`config.mk`:
```
export PLATFORM = sky130hd
export DESIGN_NAME = i2c_eeprom_paged_access_sequencer_core_flat
export DESIGN_NICKNAME = d
export VERILOG_FILES = /design/src/hw/rtl/epas_pkg.sv /design/src/hw/rtl/epas_in_if.sv /design/src/hw/rtl/epas_out_if.sv /design/src/hw/rtl/i2c_eeprom_paged_access_sequencer_core.sv /design/src/flat_wrapper.sv
export VERILOG_INCLUDE_DIRS = /design/src /design/src/hw/rtl
export SDC_FILE = /design/constraint.sdc
export NUM_CORES = 1
export LEC_CHECK = 0
export BUFFER_PORTS_ARGS = -buffer_cell sky130_fd_sc_hd__buf_4
export CAP_MARGIN = 20
export CORE_ASPECT_RATIO = 0.5
export CORE_MARGIN = 2
export CORE_UTILIZATION = 30
export CTS_CLUSTER_SIZE = 40
export DETAILED_ROUTE_END_ITERATION = 12
export PLACE_DENSITY_LB_ADDON = 0.12
export SLEW_MARGIN = 20
export SYNTH_ARGS = -nofsm -noshare
export SYNTH_HDL_FRONTEND = slang
export SYNTH_SLANG_ARGS = --single-unit
```
`constraint.sdc`:
```
create_clock -name i_clk -period 9.7 [get_ports i_clk]
set_input_delay 1.94 -clock i_clk [delete_from_list [all_inputs] [get_ports i_clk]]
set_output_delay 1.94 -clock i_clk [all_outputs]
set_load 0.03 [all_outputs]
```
`src/hw/rtl/i2c_eeprom_paged_access_sequencer_core_macros.svh`:
```
// assertion helpers for the sequencer core
`ifndef I2C_EEPROM_PAGED_ACCESS_SEQUENCER_CORE_MACROS_SVH
`define I2C_EEPROM_PAGED_ACCESS_SEQUENCER_CORE_MACROS_SVH

// antecedent implies consequent in the same cycle
`define EPAS_ASSERT_IMPL(label, ante, cons) \
    label: assert property (@(posedge i_clk) disable iff (!i_rst_n) (ante) |-> (cons)) \
        else $error("sequencer check failed");

// antecedent implies consequent in the next cycle
`define EPAS_ASSERT_NEXT(label, ante, cons) \
    label: assert property (@(posedge i_clk) disable iff (!i_rst_n) (ante) |=> (cons)) \
        else $error("sequencer check failed");

`endif

```
`src/hw/rtl/epas_pkg.sv`:
```
package epas_pkg;

    localparam logic [1:0] MODE_REQ  = 2'd0;
    localparam logic [1:0] MODE_DATA = 2'd1;
    localparam logic [1:0] MODE_BUS  = 2'd2;

    localparam logic [3:0] CMD_START     = 4'd0;
    localparam logic [3:0] CMD_STOP      = 4'd1;
    localparam logic [3:0] CMD_WRITE     = 4'd2;
    localparam logic [3:0] CMD_READ_ACK  = 4'd3;
    localparam logic [3:0] CMD_READ_NACK = 4'd4;
    localparam logic [3:0] CMD_DELAY     = 4'd5;
    localparam logic [3:0] CMD_DATA_REQ  = 4'd6;
    localparam logic [3:0] CMD_READ_DATA = 4'd7;
    localparam logic [3:0] CMD_DONE      = 4'd8;

    localparam logic [1:0] STAT_OK      = 2'd0;
    localparam logic [1:0] STAT_NACK    = 2'd1;
    localparam logic [1:0] STAT_TIMEOUT = 2'd2;

    localparam logic [2:0] CFG_DEVICE_ADDRESS = 3'd0;
    localparam logic [2:0] CFG_TWO_BYTE_ADDR  = 3'd1;
    localparam logic [2:0] CFG_PAGE_LOG2      = 3'd2;
    localparam logic [2:0] CFG_POLL_LIMIT     = 3'd3;
    localparam logic [2:0] CFG_WRITE_DELAY    = 3'd4;

    localparam int MAX_RESULTS = 4;

    typedef struct packed {
        logic [1:0]  mode;
        logic        is_write;
        logic [15:0] start_address;
        logic [15:0] byte_count;
        logic [15:0] buffer_offset;
        logic [7:0]  write_byte;
        logic        bus_nack;
        logic [7:0]  bus_read_byte;
    } t_in_item;

    typedef struct packed {
        logic [3:0]  command;
        logic [7:0]  bus_byte;
        logic [15:0] buffer_index;
        logic [1:0]  status;
        logic        last;
    } t_out_item;

    function automatic t_out_item mk_result(logic [3:0] cmd, logic [7:0] b,
                                            logic [15:0] idx, logic [1:0] st);
        t_out_item r;
        r.command      = cmd;
        r.bus_byte     = b;
        r.buffer_index = idx;
        r.status       = st;
        r.last         = 1'b0;
        return r;
    endfunction

endpackage

```
`src/hw/rtl/epas_in_if.sv`:
```
interface epas_in_if;
    logic                valid;
    logic                ready;
    epas_pkg::t_in_item  payload;
    modport source (output valid, output payload, input ready);
    modport sink (input valid, input payload, output ready);
endinterface

```
`src/hw/rtl/epas_out_if.sv`:
```
interface epas_out_if;
    logic                valid;
    logic                ready;
    epas_pkg::t_out_item payload;
    modport source (output valid, output payload, input ready);
    modport sink (input valid, input payload, output ready);
endinterface

```
`src/hw/rtl/i2c_eeprom_paged_access_sequencer_core.sv`:
```
// Paged 24Cxx-style EEPROM access sequencer. Each accepted input transaction (a new request, a
// write data byte or a bus response) is handled in the cycle it is accepted and yields zero to
// four result transactions, which are held in a four-entry output queue and handed out one per
// cycle while the output is ready. A new input is taken whenever the queue is empty, or holds
// one result that is being taken in the same cycle, so a new input waits until all but the
// last result of the one before have been handed out. Configuration writes take effect
// at once and should only be made while no request is in progress.
`include "i2c_eeprom_paged_access_sequencer_core_macros.svh"

module i2c_eeprom_paged_access_sequencer_core #(
    parameter int ADDRESS_BITS   = 16,
    parameter int MAX_PAGE_BYTES = 256
) (
    input  logic        i_clk,
    input  logic        i_rst_n,
    input  logic        i_cfg_we,
    input  logic [2:0]  i_cfg_idx,
    input  logic [15:0] i_cfg_data,
    epas_in_if.sink     i_in,
    epas_out_if.source  o_out
);
    import epas_pkg::*;

    localparam int CHUNK_W  = $clog2(MAX_PAGE_BYTES + 1);
    localparam int LOG_MAX  = $clog2(MAX_PAGE_BYTES);

    localparam logic [3:0] PH_IDLE     = 4'd0;
    localparam logic [3:0] PH_POLL     = 4'd1;
    localparam logic [3:0] PH_ADDR_HI  = 4'd2;
    localparam logic [3:0] PH_ADDR_LO  = 4'd3;
    localparam logic [3:0] PH_DATA_REQ = 4'd4;
    localparam logic [3:0] PH_DATA     = 4'd5;
    localparam logic [3:0] PH_RDEV     = 4'd6;
    localparam logic [3:0] PH_RESTART  = 4'd7;
    localparam logic [3:0] PH_READ     = 4'd8;
    localparam logic [3:0] PH_DELAY    = 4'd9;

    logic [7:0]  r_dev;
    logic        r_two;
    logic [3:0]  r_psl;
    logic [15:0] r_poll_lim;
    logic [15:0] r_wdelay;

    logic [3:0]              r_phase, n_phase;
    logic                    r_dir, n_dir;
    logic [ADDRESS_BITS-1:0] r_addr, n_addr;
    logic [16:0]             r_bytes, n_bytes;
    logic [CHUNK_W-1:0]      r_chunk, n_chunk;
    logic [15:0]             r_buf, n_buf;
    logic [15:0]             r_pc, n_pc;

    t_out_item r_q [MAX_RESULTS];
    logic [2:0] r_cnt;

    t_out_item  w_res [MAX_RESULTS];
    logic [2:0] w_n;
    logic       w_acc;
    logic       w_pop;

    assign w_pop       = o_out.valid && o_out.ready;
    assign i_in.ready  = (r_cnt == 3'd0) || ((r_cnt == 3'd1) && o_out.ready);
    assign w_acc       = i_in.valid && i_in.ready;
    assign o_out.valid = (r_cnt != 3'd0);
    assign o_out.payload = r_q[0];

    always_comb begin
        logic               do_end;
        logic               do_begin;
        logic [1:0]         end_st;
        logic [3:0]         l;
        logic [CHUNK_W-1:0] pg;
        logic [CHUNK_W-1:0] off;
        logic [CHUNK_W-1:0] room;
        logic [CHUNK_W-1:0] chunk;
        logic [15:0]        a16;
        n_phase  = r_phase;
        n_dir    = r_dir;
        n_addr   = r_addr;
        n_bytes  = r_bytes;
        n_chunk  = r_chunk;
        n_buf    = r_buf;
        n_pc     = r_pc;
        w_n      = 3'd0;
        do_end   = 1'b0;
        do_begin = 1'b0;
        end_st   = STAT_OK;
        for (int i = 0; i < MAX_RESULTS; i++) begin
            w_res[i] = mk_result(CMD_START, 8'd0, 16'd0, STAT_OK);
        end
        if (w_acc) begin
            case (i_in.payload.mode)
                MODE_REQ: begin
                    if (r_phase == PH_IDLE) begin
                        n_dir    = i_in.payload.is_write;
                        n_addr   = i_in.payload.start_address[ADDRESS_BITS-1:0];
                        n_bytes  = {1'b0, i_in.payload.byte_count};
                        n_buf    = i_in.payload.buffer_offset;
                        n_chunk  = '0;
                        n_pc     = 16'd0;
                        do_begin = 1'b1;
                    end
                end
                MODE_DATA: begin
                    if (r_phase == PH_DATA_REQ) begin
                        w_res[w_n[1:0]] = mk_result(CMD_WRITE, i_in.payload.write_byte,
                                                    16'd0, STAT_OK);
                        w_n = w_n + 3'd1;
                        n_phase = PH_DATA;
                    end
                end
                MODE_BUS: begin
                    a16 = 16'(r_addr);
                    case (r_phase)
                        PH_POLL: begin
                            if (!i_in.payload.bus_nack) begin
                                w_res[w_n[1:0]] = mk_result(CMD_WRITE,
                                    r_two ? a16[15:8] : a16[7:0], 16'd0, STAT_OK);
                                w_n = w_n + 3'd1;
                                n_phase = r_two ? PH_ADDR_HI : PH_ADDR_LO;
                            end else begin
                                n_pc = r_pc + 16'd1;
                                if (n_pc >= r_poll_lim || n_pc == 16'd0) begin
                                    do_end = 1'b1;
                                    end_st = STAT_TIMEOUT;
                                end else begin
                                    w_res[w_n[1:0]] = mk_result(CMD_START, 8'd0, 16'd0,
                                                                STAT_OK);
                                    w_n = w_n + 3'd1;
                                    w_res[w_n[1:0]] = mk_result(CMD_WRITE,
                                        {r_dev[7:1], 1'b0}, 16'd0, STAT_OK);
                                    w_n = w_n + 3'd1;
                                end
                            end
                        end
                        PH_RDEV: begin
                            if (i_in.payload.bus_nack) begin
                                do_end = 1'b1;
                                end_st = STAT_NACK;
                            end else begin
                                w_res[w_n[1:0]] = mk_result(CMD_WRITE,
                                    r_two ? a16[15:8] : a16[7:0], 16'd0, STAT_OK);
                                w_n = w_n + 3'd1;
                                n_phase = r_two ? PH_ADDR_HI : PH_ADDR_LO;
                            end
                        end
                        PH_ADDR_HI: begin
                            if (i_in.payload.bus_nack) begin
                                do_end = 1'b1;
                                end_st = STAT_NACK;
                            end else begin
                                w_res[w_n[1:0]] = mk_result(CMD_WRITE, a16[7:0], 16'd0,
                                                            STAT_OK);
                                w_n = w_n + 3'd1;
                                n_phase = PH_ADDR_LO;
                            end
                        end
                        PH_ADDR_LO: begin
                            if (i_in.payload.bus_nack) begin
                                do_end = 1'b1;
                                end_st = STAT_NACK;
                            end else if (r_dir) begin
                                w_res[w_n[1:0]] = mk_result(CMD_DATA_REQ, 8'd0, r_buf,
                                                            STAT_OK);
                                w_n = w_n + 3'd1;
                                n_phase = PH_DATA_REQ;
                            end else begin
                                w_res[w_n[1:0]] = mk_result(CMD_START, 8'd0, 16'd0, STAT_OK);
                                w_n = w_n + 3'd1;
                                w_res[w_n[1:0]] = mk_result(CMD_WRITE, r_dev | 8'd1, 16'd0,
                                                            STAT_OK);
                                w_n = w_n + 3'd1;
                                n_phase = PH_RESTART;
                            end
                        end
                        PH_RESTART: begin
                            if (i_in.payload.bus_nack) begin
                                do_end = 1'b1;
                                end_st = STAT_NACK;
                            end else begin
                                w_res[w_n[1:0]] = mk_result(
                                    (r_chunk == CHUNK_W'(1)) ? CMD_READ_NACK : CMD_READ_ACK,
                                    8'd0, 16'd0, STAT_OK);
                                w_n = w_n + 3'd1;
                                n_phase = PH_READ;
                            end
                        end
                        PH_DATA: begin
                            if (i_in.payload.bus_nack) begin
                                do_end = 1'b1;
                                end_st = STAT_NACK;
                            end else begin
                                n_addr  = r_addr + ADDRESS_BITS'(1);
                                n_buf   = r_buf + 16'd1;
                                n_chunk = r_chunk - CHUNK_W'(1);
                                if (n_chunk != '0) begin
                                    w_res[w_n[1:0]] = mk_result(CMD_DATA_REQ, 8'd0, n_buf,
                                                                STAT_OK);
                                    w_n = w_n + 3'd1;
                                    n_phase = PH_DATA_REQ;
                                end else begin
                                    do_end = 1'b1;
                                end
                            end
                        end
                        PH_READ: begin
                            w_res[w_n[1:0]] = mk_result(CMD_READ_DATA,
                                i_in.payload.bus_read_byte, r_buf, STAT_OK);
                            w_n = w_n + 3'd1;
                            n_addr  = r_addr + ADDRESS_BITS'(1);
                            n_buf   = r_buf + 16'd1;
                            n_chunk = r_chunk - CHUNK_W'(1);
                            if (n_chunk != '0) begin
                                w_res[w_n[1:0]] = mk_result(
                                    (n_chunk == CHUNK_W'(1)) ? CMD_READ_NACK : CMD_READ_ACK,
                                    8'd0, 16'd0, STAT_OK);
                                w_n = w_n + 3'd1;
                            end else begin
                                do_end = 1'b1;
                            end
                        end
                        PH_DELAY: do_begin = 1'b1;
                        default: ;
                    endcase
                end
                default: ;
            endcase
        end

        // chunk end
        if (do_end) begin
            w_res[w_n[1:0]] = mk_result(CMD_STOP, 8'd0, 16'd0, end_st);
            w_n = w_n + 3'd1;
            n_addr  = n_addr + ADDRESS_BITS'(n_chunk);
            n_buf   = n_buf + 16'(n_chunk);
            n_chunk = '0;
            if (n_dir) begin
                w_res[w_n[1:0]] = mk_result(CMD_DELAY, r_wdelay[7:0], r_wdelay, STAT_OK);
                w_n = w_n + 3'd1;
                n_phase = PH_DELAY;
            end else begin
                do_begin = 1'b1;
            end
        end

        // next chunk
        l = r_psl;
        if (l < 4'd3) l = 4'd3;
        if (l > 4'(LOG_MAX)) l = 4'(LOG_MAX);
        pg    = CHUNK_W'(1) << l;
        a16   = 16'(n_addr);
        off   = a16[CHUNK_W-1:0] & (pg - CHUNK_W'(1));
        room  = pg - off;
        chunk = (n_bytes < 17'(room)) ? n_bytes[CHUNK_W-1:0] : room;
        if (do_begin) begin
            if (n_bytes == 17'd0) begin
                w_res[w_n[1:0]] = mk_result(CMD_DONE, 8'd0, 16'd0, STAT_OK);
                w_n = w_n + 3'd1;
                n_phase = PH_IDLE;
            end else begin
                n_bytes = n_bytes - 17'(chunk);
                n_chunk = chunk;
                if (n_dir) begin
                    w_res[w_n[1:0]] = mk_result(CMD_STOP, 8'd0, 16'd0, STAT_OK);
                    w_n = w_n + 3'd1;
                    n_pc = 16'd0;
                    n_phase = PH_POLL;
                end else begin
                    n_phase = PH_RDEV;
                end
                w_res[w_n[1:0]] = mk_result(CMD_START, 8'd0, 16'd0, STAT_OK);
                w_n = w_n + 3'd1;
                w_res[w_n[1:0]] = mk_result(CMD_WRITE, {r_dev[7:1], 1'b0}, 16'd0, STAT_OK);
                w_n = w_n + 3'd1;
            end
        end

        for (int i = 0; i < MAX_RESULTS; i++) begin
            w_res[i].last = (w_n == 3'(i + 1));
        end
    end

    always_ff @(posedge i_clk) begin
        if (!i_rst_n) begin
            r_dev      <= 8'd160;
            r_two      <= 1'b0;
            r_psl      <= 4'd3;
            r_poll_lim <= 16'd1000;
            r_wdelay   <= 16'd5;
        end else if (i_cfg_we) begin
            case (i_cfg_idx)
                CFG_DEVICE_ADDRESS: r_dev      <= i_cfg_data[7:0];
                CFG_TWO_BYTE_ADDR:  r_two      <= i_cfg_data[0];
                CFG_PAGE_LOG2:      r_psl      <= i_cfg_data[3:0];
                CFG_POLL_LIMIT:     r_poll_lim <= i_cfg_data;
                CFG_WRITE_DELAY:    r_wdelay   <= i_cfg_data;
                default: ;
            endcase
        end
    end

    always_ff @(posedge i_clk) begin
        if (!i_rst_n) begin
            r_phase <= PH_IDLE;
            r_dir   <= 1'b0;
            r_addr  <= '0;
            r_bytes <= 17'd0;
            r_chunk <= '0;
            r_buf   <= 16'd0;
            r_pc    <= 16'd0;
        end else begin
            r_phase <= n_phase;
            r_dir   <= n_dir;
            r_addr  <= n_addr;
            r_bytes <= n_bytes;
            r_chunk <= n_chunk;
            r_buf   <= n_buf;
            r_pc    <= n_pc;
        end
    end

    // result queue, head at entry 0
    always_ff @(posedge i_clk) begin
        if (!i_rst_n) begin
            r_cnt <= 3'd0;
        end else if (w_acc) begin
            r_cnt <= w_n;
        end else if (w_pop) begin
            r_cnt <= r_cnt - 3'd1;
        end
    end

    always_ff @(posedge i_clk) begin
        if (w_acc) begin
            for (int i = 0; i < MAX_RESULTS; i++) begin
                r_q[i] <= w_res[i];
            end
        end else if (w_pop) begin
            for (int i = 0; i < MAX_RESULTS - 1; i++) begin
                r_q[i] <= r_q[i + 1];
            end
        end
    end

    `EPAS_ASSERT_IMPL(a_no_accept_when_full, r_cnt > 3'd1, !i_in.ready)
    `EPAS_ASSERT_NEXT(a_queue_load, w_acc, r_cnt == $past(w_n))
    `EPAS_ASSERT_IMPL(a_idle_no_chunk, r_phase == PH_IDLE, r_chunk == '0)

endmodule

```
`src/flat_wrapper.sv`:
```
// flat-port wrapper written by rule: the top's interface ports become plain ports
module i2c_eeprom_paged_access_sequencer_core_flat import epas_pkg::*;
#(
    parameter int ADDRESS_BITS   = 16,
    parameter int MAX_PAGE_BYTES = 256
)
  (i_clk, i_rst_n, i_cfg_we, i_cfg_idx, i_cfg_data, i_in_valid, i_in_payload, i_in_ready, o_out_valid, o_out_payload, o_out_ready);
  epas_in_if i_in_i ();
  epas_out_if o_out_i ();
  input  logic i_clk;
  input  logic i_rst_n;
  input  logic i_cfg_we;
  input  logic [2:0] i_cfg_idx;
  input  logic [15:0] i_cfg_data;
  input wire logic [$bits(i_in_i.valid)-1:0] i_in_valid;
  input wire logic [$bits(i_in_i.payload)-1:0] i_in_payload;
  output wire logic [$bits(i_in_i.ready)-1:0] i_in_ready;
  output wire logic [$bits(o_out_i.valid)-1:0] o_out_valid;
  output wire logic [$bits(o_out_i.payload)-1:0] o_out_payload;
  input wire logic [$bits(o_out_i.ready)-1:0] o_out_ready;
  assign i_in_i.valid = i_in_valid;
  assign i_in_i.payload = i_in_payload;
  assign i_in_ready = i_in_i.ready;
  assign o_out_valid = o_out_i.valid;
  assign o_out_payload = o_out_i.payload;
  assign o_out_i.ready = o_out_ready;
  i2c_eeprom_paged_access_sequencer_core #(.ADDRESS_BITS(ADDRESS_BITS), .MAX_PAGE_BYTES(MAX_PAGE_BYTES)) u_core (.i_clk(i_clk), .i_rst_n(i_rst_n), .i_cfg_we(i_cfg_we), .i_cfg_idx(i_cfg_idx), .i_cfg_data(i_cfg_data), .i_in(i_in_i), .o_out(o_out_i));
endmodule
```
---- Word-level counts from Yosys, hierarchy flattened ----
Memory sizes are Yosys's and may differ from the RTL's.
Cells that the tools add are included.
word-level totals
  word-level logic and storage cells ...... 257
  input bits .............................. 92
  ROM bits ................................ 0
  RAM bits ................................ 124
  memories kept ........................... 1
  latch bits .............................. 0
  register bits after elaboration ......... 127
operators by class
  shifts and indexed selects .............. 1
  multiply operators ...................... 0
  bitwise operators ....................... 17
  $add $sub $neg .......................... 15
  div/mod/pow operators ................... 0
  reductions and logical operators ........ 28
  muxes and demuxes ....................... 146
  equality and inequality tests ........... 22
  order comparisons ....................... 14
memories
  memory      depth  bits a word  rd ports  clocked after memory_dff  write ports  RTL line                                      source
  u_core.r_q  4      31           4         0                         4            i2c_eeprom_paged_access_sequencer_core.sv:52  t_out_item r_q [MAX_RESULTS];
operators by type and width
  kind                   count
  $mux 124               7
  $mux 31                13
  $bwmux 124             3
  $demux 31 s2           5
  $and 120x120->120      2
  $mux 16                15
  $not 120->120          2
  $pmux 31 s7            1
  $mux 29                6
  $pmux 16 s2            5
  $and 124x124->124      1
  $not 124->124          1
  $pmux 31 s3            1
  $mux 17                5
  $mux 9                 7
  $mux 62                1
  $pmux 31 s2            1
  $mux 61                1
  $mux 30                2
  $mux 4                 14
  $add 16x1->16 const B  3
  $mux 3                 16
  $pmux 9 s2             2
  $add 16x9->16          2
  other kinds (51)       127

---- Logic depth before layout (Yosys ltp) ----
Gate-level depths: netlist of the first run.
  word-level depth ........................ 27
  mapped depth ............................ 47
  gate-level depth less buffers ........... 43

---- Least setup slack after synthesis of the first run ----
OpenSTA, ideal clock, no wires.
  path kind ............................... input -> register
  start point ............................. input o_out_ready
  end point ............................... register u_core.r_bytes[11]
  path buffers ............................ 2
  cell stages on the path ................. 37
  setup time .............................. 0.072 ns
  required time ........................... 9.628 ns
  data arrival time ....................... 10.402 ns
  path slack .............................. -0.774 ns
  cells stage by stage .................... a21o_1 > nand3_1 > inv_1 > clkbuf_1 > nand3_1 > clkbuf_1 > o21ai_0 > ha_1 > fa_1 > a21oi_1 > or2_2 > fa_1 > a21oi_1 > nor3_1 > o211ai_1 > o31ai_1 > o211ai_1 > nand2b_1 > a21oi_1 > xnor2_1 > ha_1 > and3_1 > nand3_1 > nor2_1 > a41o_1 > nor3_4 > mux2i_1 > ha_1 > a21o_1 > a21o_1 > a21o_1 > a21oi_1 > nand2_1 > a222oi_1 > a221oi_4 > o41ai_2 > mux2i_1
on the way
  longest elaborated chain between the ends .. 13
ends and longest elaborated chain
  item                                      RTL line                                       source
  from (decl)                               flat_wrapper.sv:20                             input wire logic [$bits(o_out_i.ready)-1:0] o_out_ready;
  $logic_and 1x1->1 *                       i2c_eeprom_paged_access_sequencer_core.sv:61   assign i_in.ready = (r_cnt == 3'd0) || ((r_cnt == 3'd1) && o_out.ready);
  $logic_or 1x1->1 *                        i2c_eeprom_paged_access_sequencer_core.sv:61
  $logic_and 1x1->1 *                       i2c_eeprom_paged_access_sequencer_core.sv:62   assign w_acc = i_in.valid && i_in.ready;
  via u_core.w_acc                          i2c_eeprom_paged_access_sequencer_core.sv:57   logic w_acc;
  $mux 16 / $mux 9 (equally long branches)  i2c_eeprom_paged_access_sequencer_core.sv:90   if (w_acc) begin
  $add 16x9->16                             i2c_eeprom_paged_access_sequencer_core.sv:233  n_addr = n_addr + ADDRESS_BITS'(n_chunk);
  $mux 16                                   i2c_eeprom_paged_access_sequencer_core.sv:230  if (do_end) begin
  $and 9x9->9                               i2c_eeprom_paged_access_sequencer_core.sv:251  off = a16[CHUNK_W-1:0] & (pg - CHUNK_W'(1));
  $sub 9x9->9                               i2c_eeprom_paged_access_sequencer_core.sv:252  room = pg - off;
  $lt 17x9->1                               i2c_eeprom_paged_access_sequencer_core.sv:253  chunk = (n_bytes < 17'(room)) ? n_bytes[CHUNK_W-1:0] : room;
  $mux 9                                    i2c_eeprom_paged_access_sequencer_core.sv:253
  $sub 17x9->17                             i2c_eeprom_paged_access_sequencer_core.sv:260  n_bytes = n_bytes - 17'(chunk);
  $mux 17                                   i2c_eeprom_paged_access_sequencer_core.sv:255  if (n_bytes == 17'd0) begin
  $mux 17 *                                 i2c_eeprom_paged_access_sequencer_core.sv:254  if (do_begin) begin
  to (signal assigned)                      i2c_eeprom_paged_access_sequencer_core.sv:314  r_bytes <= n_bytes;
  to (decl)                                 i2c_eeprom_paged_access_sequencer_core.sv:47   logic [16:0] r_bytes, n_bytes;
Mark *: on every way through the listed nets, which the timed path passes. The rest lies on a longest branch.
A chain may end at the register's enable or synchronous reset.

---- Worst setup path in the final report of the first run ----
  start point ............................. input i_in_payload[66]
  end point ............................... register u_core.r_bytes[11]
on the way
  longest elaborated chain between the ends .. 12
ends and longest elaborated chain
  item                                                  RTL line                                       source
  from (decl)                                           flat_wrapper.sv:16                             input wire logic [$bits(i_in_i.payload)-1:0] i_in_payload;
  $eq 2x2->1 / $logic_not 2->1 (equally long branches)  i2c_eeprom_paged_access_sequencer_core.sv:91   case (i_in.payload.mode)
  $pmux 16 s2 / $pmux 9 s2 (equally long branches)      i2c_eeprom_paged_access_sequencer_core.sv:91
  $mux 16 / $mux 9 (equally long branches)              i2c_eeprom_paged_access_sequencer_core.sv:90
  $add 16x9->16                                         i2c_eeprom_paged_access_sequencer_core.sv:233
  $mux 16                                               i2c_eeprom_paged_access_sequencer_core.sv:230
  $and 9x9->9                                           i2c_eeprom_paged_access_sequencer_core.sv:251
  $sub 9x9->9                                           i2c_eeprom_paged_access_sequencer_core.sv:252
  $lt 17x9->1                                           i2c_eeprom_paged_access_sequencer_core.sv:253
  $mux 9                                                i2c_eeprom_paged_access_sequencer_core.sv:253
  $sub 17x9->17                                         i2c_eeprom_paged_access_sequencer_core.sv:260
  $mux 17                                               i2c_eeprom_paged_access_sequencer_core.sv:255
  $mux 17 *                                             i2c_eeprom_paged_access_sequencer_core.sv:254
Every way passes the cells marked *; elsewhere a longest branch is shown, timed or not.

==> key figures, run 1 <==
Power
  • Pwr Total: 4970 uW
  • PD cells: 248 mW/mm^2
  • Peak VDD IR: 0.181 mV
  • Leakage: 0.00800 uW

Timing
  • Total negative slack: 0 ns
  • Final Max Slew Viols: 0
  • Hold WS: 0.461 ns
  • Tmin final: 9.15 ns
  • Setup violations, final: 0
  • Endpoints failing hold: 0
  • Final period utilization: 94.4%
  • Slew margin rel.: 19.1%
  • Slew @ Worst Pin: 1.20 ns
  • FMAX: around 0.11 GHz
  • Unrepaired setup endpoints after global routing: false
  • Clock Skew: 0.0190 ns

Critical path
  • Crit-path most repeated cell: a21o_1
  • CP required: slightly above 10 ns
  • Crit path arrival time: 9.67 ns
  • Worst path max stage delay: 0.51 ns
  • Startpoint type of the worst setup path: input port
  • Crit Path Max Fanout: 5
  • Worst setup path category: in -> reg
  • Critical-path top delay cell: fa_1
  • Crit. End Element: flop

Clock tree
  • Hold buffer count at cts: 0
  • Worst-path clk slew: 0.07 ns
  • Worst-Skew Late Latency: 0.60 ns
  • # clock sinks: between 200 and 250
  • Cts bufs inserted: 27
  • Htree depth: 1
  • CTS tree: built
  • CTS Buffer Depth: 3
  • CTS root buffer: clkbuf_16

Run
  • Max-cap violation count: 0

Route
  • Vias: 15,700
  • DRT iter0 DRCs: 1,507
  • DRC Markers: 0
  • Post-Route WL: 62.0 mm
  • Routed Antenna Nets: 0
  • WL/cell: 21.2 um
  • Pre-Repair DR Iteration Count: 5
  • Via-to-Cell Ratio: around 5.4

Status
  • Status: finished, final reports clean

GRT
  • Number of global-route vias before repair: 14,500
  • First-pass GRT wire length: 92.7 mm
  • Total grt overflow: 0
  • Total GRT Usage: 20.7%
  • Largest net degree at the start of global routing: 94
  • Initial antenna violation count: 2

Hold path
  • Hold WC Path Type: reg -> reg

Synthesis
  • Synth async-reset ratio: 0%
  • Synth Area per Inst: 8.38 um^2
  • Post-synth EDFFs: 122
  • Synthesized area: between 0.015 and 0.02 mm^2
  • Post-synth top flop: dfxtp_1
  • Synth unique cells: 100
  • Sequential cell area fraction in the yosys report: 36.6%
  • Synth warn: 0
  • Post-synthesis cell count: 2,016
  • Yosys reg bits: 248

Finish
  • Post-layout instance area: approximately 0.020 mm^2
  • Post-synthesis to final-layout area growth: 18.6%
  • Share of cells above drive strength 1: approximately 17%
  • Nets@finish: 2,321

Die
  • Die Width: between 300 and 400 um
  • IO Pins: 125
  • Die area: 0.0583 mm^2
  • Core area: around 0.056 mm^2
  • # rows: 61
  • Initial Util: 30.4%
  • Die Ht: 172 um

Place
  • Area after DPL: 0.0191 mm^2
  • GPL Wtd Cong: 0.908
  • Detail Placement HPWL: ~46 mm
  • Number of port buffers: roughly 120
-- power by group --
part	total (uW)	switching [uW]	internal, uW	leakage [uW]
clock	1090	492	595	0.000432
combinational	2350	1380	971	0.00531
sequential	1530	105	1430	0.00226
-- per-layer routing --
| metal | vias up | global-route usage (%) | share of wire [%] |
|---|---|---|---|
| li1 | 7623 | - | - |
| met3 | 55 | 3.72 | 6.2 |
| met2 | 475 | 31.1 | 42 |
| met5 | - | 0 | 0 |
| met1 | 7550 | 31.0 | 50 |
| met4 | 0 | 3.69 | 1.6 |
-- registers in the layout, summed over array words and instances, names as in the netlist --
signal and flops:
u_core.r_buf 16, u_core.r_bytes 17, u_core.r_psl 4, u_core.r_two 1, u_core.r_addr 16, u_core.r_pc 16, u_core.r_dir 1, u_core.r_dev 7
u_core.r_wdelay 16, u_core.r_phase 4, u_core.r_cnt 3, u_core.r_poll_lim 16, u_core.r_q 122, u_core.r_chunk 9
-- cells by family after synthesis --
group,share of synthesized area [%]
buffers and inverters,6.33
AND/OR/NAND/NOR,20.5
multiplexers,2.73
XOR/XNOR,2.75
flip-flops,36.6
other,0.0445
adder cells (fa/ha/maj),6.38
AO/OA/AOI/OAI,24.7
-- stage by stage --
| stage | setup slack [ns] | util (%) | instances |
|---|---|---|---|
| finish | 0.546 | 36.1 | 2924 |
| global route | 0.0181 | 36.1 | 2923 |
| CTS | 0.469 | 35.9 | 2920 |
| detailed placement | -0.0759 | 34.3 | 2870 |
| global placement | 0.0332 | 34.3 | 2870 |
| floorplan | -0.0000631 | - | 2019 |
-- cell type report --
cell class	count	area, um^2
diodes	1	2.50
clock buffers	30	687
clock inverters	20	196
fillers	5840	35500
inverters	96	360
multi-input cells	1526	9790
flip-flops and latches	248	6190
well taps	756	946
repair buffers	247	1870
-- critical path, delay by kind of cell --
kind	cells	cell delay, ns
buffers and inverters	6	0.86
adders and majority gates	5	1.65
muxes	2	0.43
AOI/OAI and AO/OA	16	3.47
xor gates and xnor gates	1	0.29
and+or+nand+nor	5	1.00
-- cell usage after synthesis (16+ instances only) --
master | instances | area (um^2)
inv_1 | 95 | 357
buf_4 | 34 | 255
ha_1 | 79 | 988
mux2i_1 | 37 | 370
xor2_1 | 16 | 140
nor3_1 | 62 | 310
clkbuf_1 | 91 | 342
nand3_1 | 55 | 275
and3_1 | 27 | 169
a21o_1 | 37 | 278
a22o_1 | 43 | 377
a22oi_1 | 35 | 263
dfxtp_1 | 126 | 2520
o21ai_0 | 127 | 636
buf_1 | 16 | 60.1
nand2_1 | 261 | 980
xnor2_1 | 37 | 324
o31ai_1 | 20 | 150
and2_1 | 32 | 200
o211ai_1 | 26 | 195
a21oi_1 | 155 | 776
edfxtp_1 | 122 | 3660
nor2_1 | 176 | 661
nand4_1 | 17 | 106
a222oi_1 | 28 | 280
-- cells in the final DEF (no fill, tap or decap), drive strengths merged, types with 27 or more instances in the layout --
cell type	synthesis	final
and2	34	34
a21o	37	37
a222oi	28	28
and3	27	27
o211ai	29	29
a22o	43	43
dfxtp	126	126
mux2i	37	37
edfxtp	122	122
nand3	56	56
ha	79	79
nand2	264	264
a22oi	35	35
o21ai	135	135
clkbuf	91	30
xnor2	37	37
inv	95	96
buf	58	247
nor2	178	178
nor3	64	64
a21oi	158	158
-- worst paths after layout --
check / cells after the start / slack (ns) / endpoint / start
setup / recovery: 35 / 0.55 / u_core.r_bytes[11] / i_in_payload[66]
setup reg to reg: 40 / 0.70 / u_core.r_bytes[11] / u_core.r_pc[1]
hold reg to reg: 2 / 0.46 / u_core.r_cnt[2] / u_core.r_cnt[2]
hold / removal: 2 / 0.46 / u_core.r_cnt[2] / u_core.r_cnt[2]
-- timing repair --
action | in CTS | in global routing
endpoints found under the setup margin | 0 | 11
resized for setup | 0 | 14
buffers inserted | 0 | 2
(Power assumes the default switching activity.)
==> run 2, diff against run 1 <==
- ABC_AREA: default -> 0
- CTS_BUF_LIST: default -> sky130_fd_sc_hd__clkbuf_16
- CTS_CLUSTER_SIZE: 40 -> 25
==> run 2 against run 1 <==
Clock-buffer cell count decreased by 3. Die area is the same. Hold slack unchanged. Sequential power about the same. Register-to-register slack about the same. First-iteration DRC count is the same. Clock skew up 0.00091 ns. Critical path depth unchanged. Global-route usage unchanged. Highest routed layer unchanged.
==> key figures, run 2 (synthesis gave the netlist of run 1 again) <==
Place
  • Area after DPL: 0.0191 mm^2 (unchanged)
  • Detail Placement HPWL: 46.3 mm (unchanged)
  • GPL Wtd Cong: 0.908 (unchanged)
  • Pre-CTS setup slack: -0.0759 ns (unchanged)
  • Number of port buffers: 124 (unchanged)

Route
  • DRT iter0 DRCs: 1,507 (unchanged)
  • Post-Route WL: 62.0 mm (-0.12%)
  • WL/cell: 21.2 um (-0.12%)
  • Vias: 15,700 (-0.083%)
  • Via-to-Cell Ratio: 5.37 (about the same)
  • DRC Markers: 0 (unchanged)
  • Routed Antenna Nets: 0 (unchanged)
  • Pre-Repair DR Iteration Count: 6 (+1)

Finish
  • Fin util: 36.1% (unchanged)
  • Fillers: 5,840 (unchanged)
  • Multi-input combinational cell area: 0.00979 mm^2 (unchanged)
  • Post-synthesis to final-layout area growth: 18.6% (unchanged)
  • Most common cell after layout, fill and taps aside: nand2_1
  • Largest regs: u_core.r_q: 122 flops, u_core.r_bytes: 17 flops
  • Post-layout instance area: 0.0200 mm^2 (unchanged)
  • Max FFs per register: 122 (unchanged)
  • Sequential Area: 0.00619 mm^2 (unchanged)
  • Largest Register: u_core.r_q
  • Nets@finish: 2,321 (unchanged)
  • Share of cells above drive strength 1: 16.7% (unchanged)
  • Most frequent cells in the layout: 261 x nand2_1, 245 x buf_4, 175 x nor2_1

Critical path
  • Worst R2R Start: u_core.r_pc[1]
  • CP required: 10.22 ns (about the same)
  • Crit Path Max Fanout: 5 (unchanged)
  • Critical-path top delay cell: fa_1
  • Worst path max stage delay: 0.51 ns (about the same)
  • R2R cell count: 40 (unchanged)
  • Startpoint type of the worst setup path: input port
  • Worst setup path category: in -> reg
  • Launch point of the worst path: i_in_payload[66]
  • Crit. End Element: flop
  • Crit-path most repeated cell: a21o_1
  • Crit path arrival time: 9.67 ns (about the same)

Status
  • Status: finished, final reports clean

Power
  • PD cells: 248 mW/mm^2 (about the same)
  • Peak VDD IR: 0.181 mV (about the same)
  • Leakage: 0.00801 uW (+0.16%)

GRT
  • First-pass GRT wire length: 92.7 mm (unchanged)
  • Total grt overflow: 0 (unchanged)
  • Total GRT Usage: 20.7% (unchanged)
  • Largest net degree at the start of global routing: 94 (unchanged)
  • Number of global-route vias before repair: 14,500 (unchanged)
  • Initial antenna violation count: 2 (unchanged)

Die
  • Initial Util: 30.4% (unchanged)
  • Die Width: 340 um (unchanged)
  • IO Pins: 125 (unchanged)
  • Die area: 0.0583 mm^2 (unchanged)
  • Die Ht: 172 um (unchanged)
  • Core area: 0.0556 mm^2 (unchanged)
  • # rows: 61 (unchanged)

Timing
  • Setup violations, final: 0 (unchanged)
  • Hold WS: 0.461 ns (unchanged)
  • FMAX: 0.109 GHz (about the same)
  • Slew margin rel.: 17.9% (-1.2 points)
  • Setup ws final: 0.547 ns (+0.000713 ns)
  • Unrepaired setup endpoints after global routing: false
  • Final Max Slew Viols: 0 (unchanged)
  • Final period utilization: 94.4% (about the same)
  • Tmin final: 9.15 ns (-0.000713 ns)
  • Clock Skew: 0.0200 ns (+0.000909 ns)
  • Slew @ Worst Pin: 1.22 ns (+0.0173 ns)
  • Endpoints failing hold: 0 (unchanged)

Hold path
  • Hold path cells: 2 (unchanged)
  • Hold Crit Start: u_core.r_cnt[2]
  • Hold WC Path Type: reg -> reg

Run
  • Max-cap violation count: 0 (unchanged)

Clock tree
  • Htree depth: 1 (unchanged)
  • CTS root buffer: clkbuf_16
  • Hold buffer count at cts: 0 (unchanged)
  • Cts bufs inserted: 27 (unchanged)
  • # clock sinks: 248 (unchanged)
  • CTS Buffer Depth: 3 (unchanged)
  • Worst-path clk slew: 0.07 ns (about the same)
  • Worst-Skew Late Latency: 0.60 ns (about the same)
  • CTS tree: built
==> run 2: worst paths after layout <==
path | slack (ns) | end
setup / recovery | 0.55 | u_core.r_bytes[11]
hold / removal | 0.46 | u_core.r_cnt[2]
setup reg to reg | 0.70 | u_core.r_bytes[11]
hold reg to reg | 0.46 | u_core.r_cnt[2]
==> run 2: layout make-up <==
cell class / instances / share of cell area (%)
diodes: 1 / 0.0125
clock buffers: 27 / 3.37
clock inverters: 23 / 1.04
inverters: 96 / 1.80
multi-input cells: 1526 / 48.8
flip-flops and latches: 248 / 30.9
well taps: 756 / 4.72
repair buffers: 247 / 9.35
==> run 2: through the flow <==
step | total power, uW | TNS [ns] | cells
2_1_floorplan | 3060 | -0.0000631 | 2019
3_3_place_gp | 3840 | 0 | 2870
3_5_place_dp | 3840 | -0.281 | 2870
4_1_cts | 4940 | 0 | 2920
5_1_grt | 5260 | 0 | 2923
6_report | 4960 | 0 | 2924
==> run 2: timing repair <==
action,in CTS,in global routing
endpoints found under the hold margin,0,0
setup endpoints to repair,0,11
buffers inserted,0,2
gates resized for setup,0,14
==> run 2: power breakdown <==
| part | internal [uW] | leakage, uW | switching [uW] |
|---|---|---|---|
| clock network | 591 | 0.000445 | 492 |
| logic | 971 | 0.00531 | 1370 |
| registers | 1430 | 0.00226 | 105 |
==> run 2: layer usage <==
layer  vias to the layer above  track usage (%)  share of wire [%]
met5                         -                0                  0
met4                         0             3.69                1.6
met3                        55             3.72                6.3
met2                       466             31.1                 43
met1                      7544             31.0                 50
li1                       7625                -                  -
==> run 2: worst max-delay path, delay by kind of cell <==
family	cells	cell delay [ns]
simple gates	5	1.00
mux	2	0.43
xor+xnor	1	0.29
fa+ha+maj	5	1.65
buf+inv	6	0.86
compound gates	16	3.47
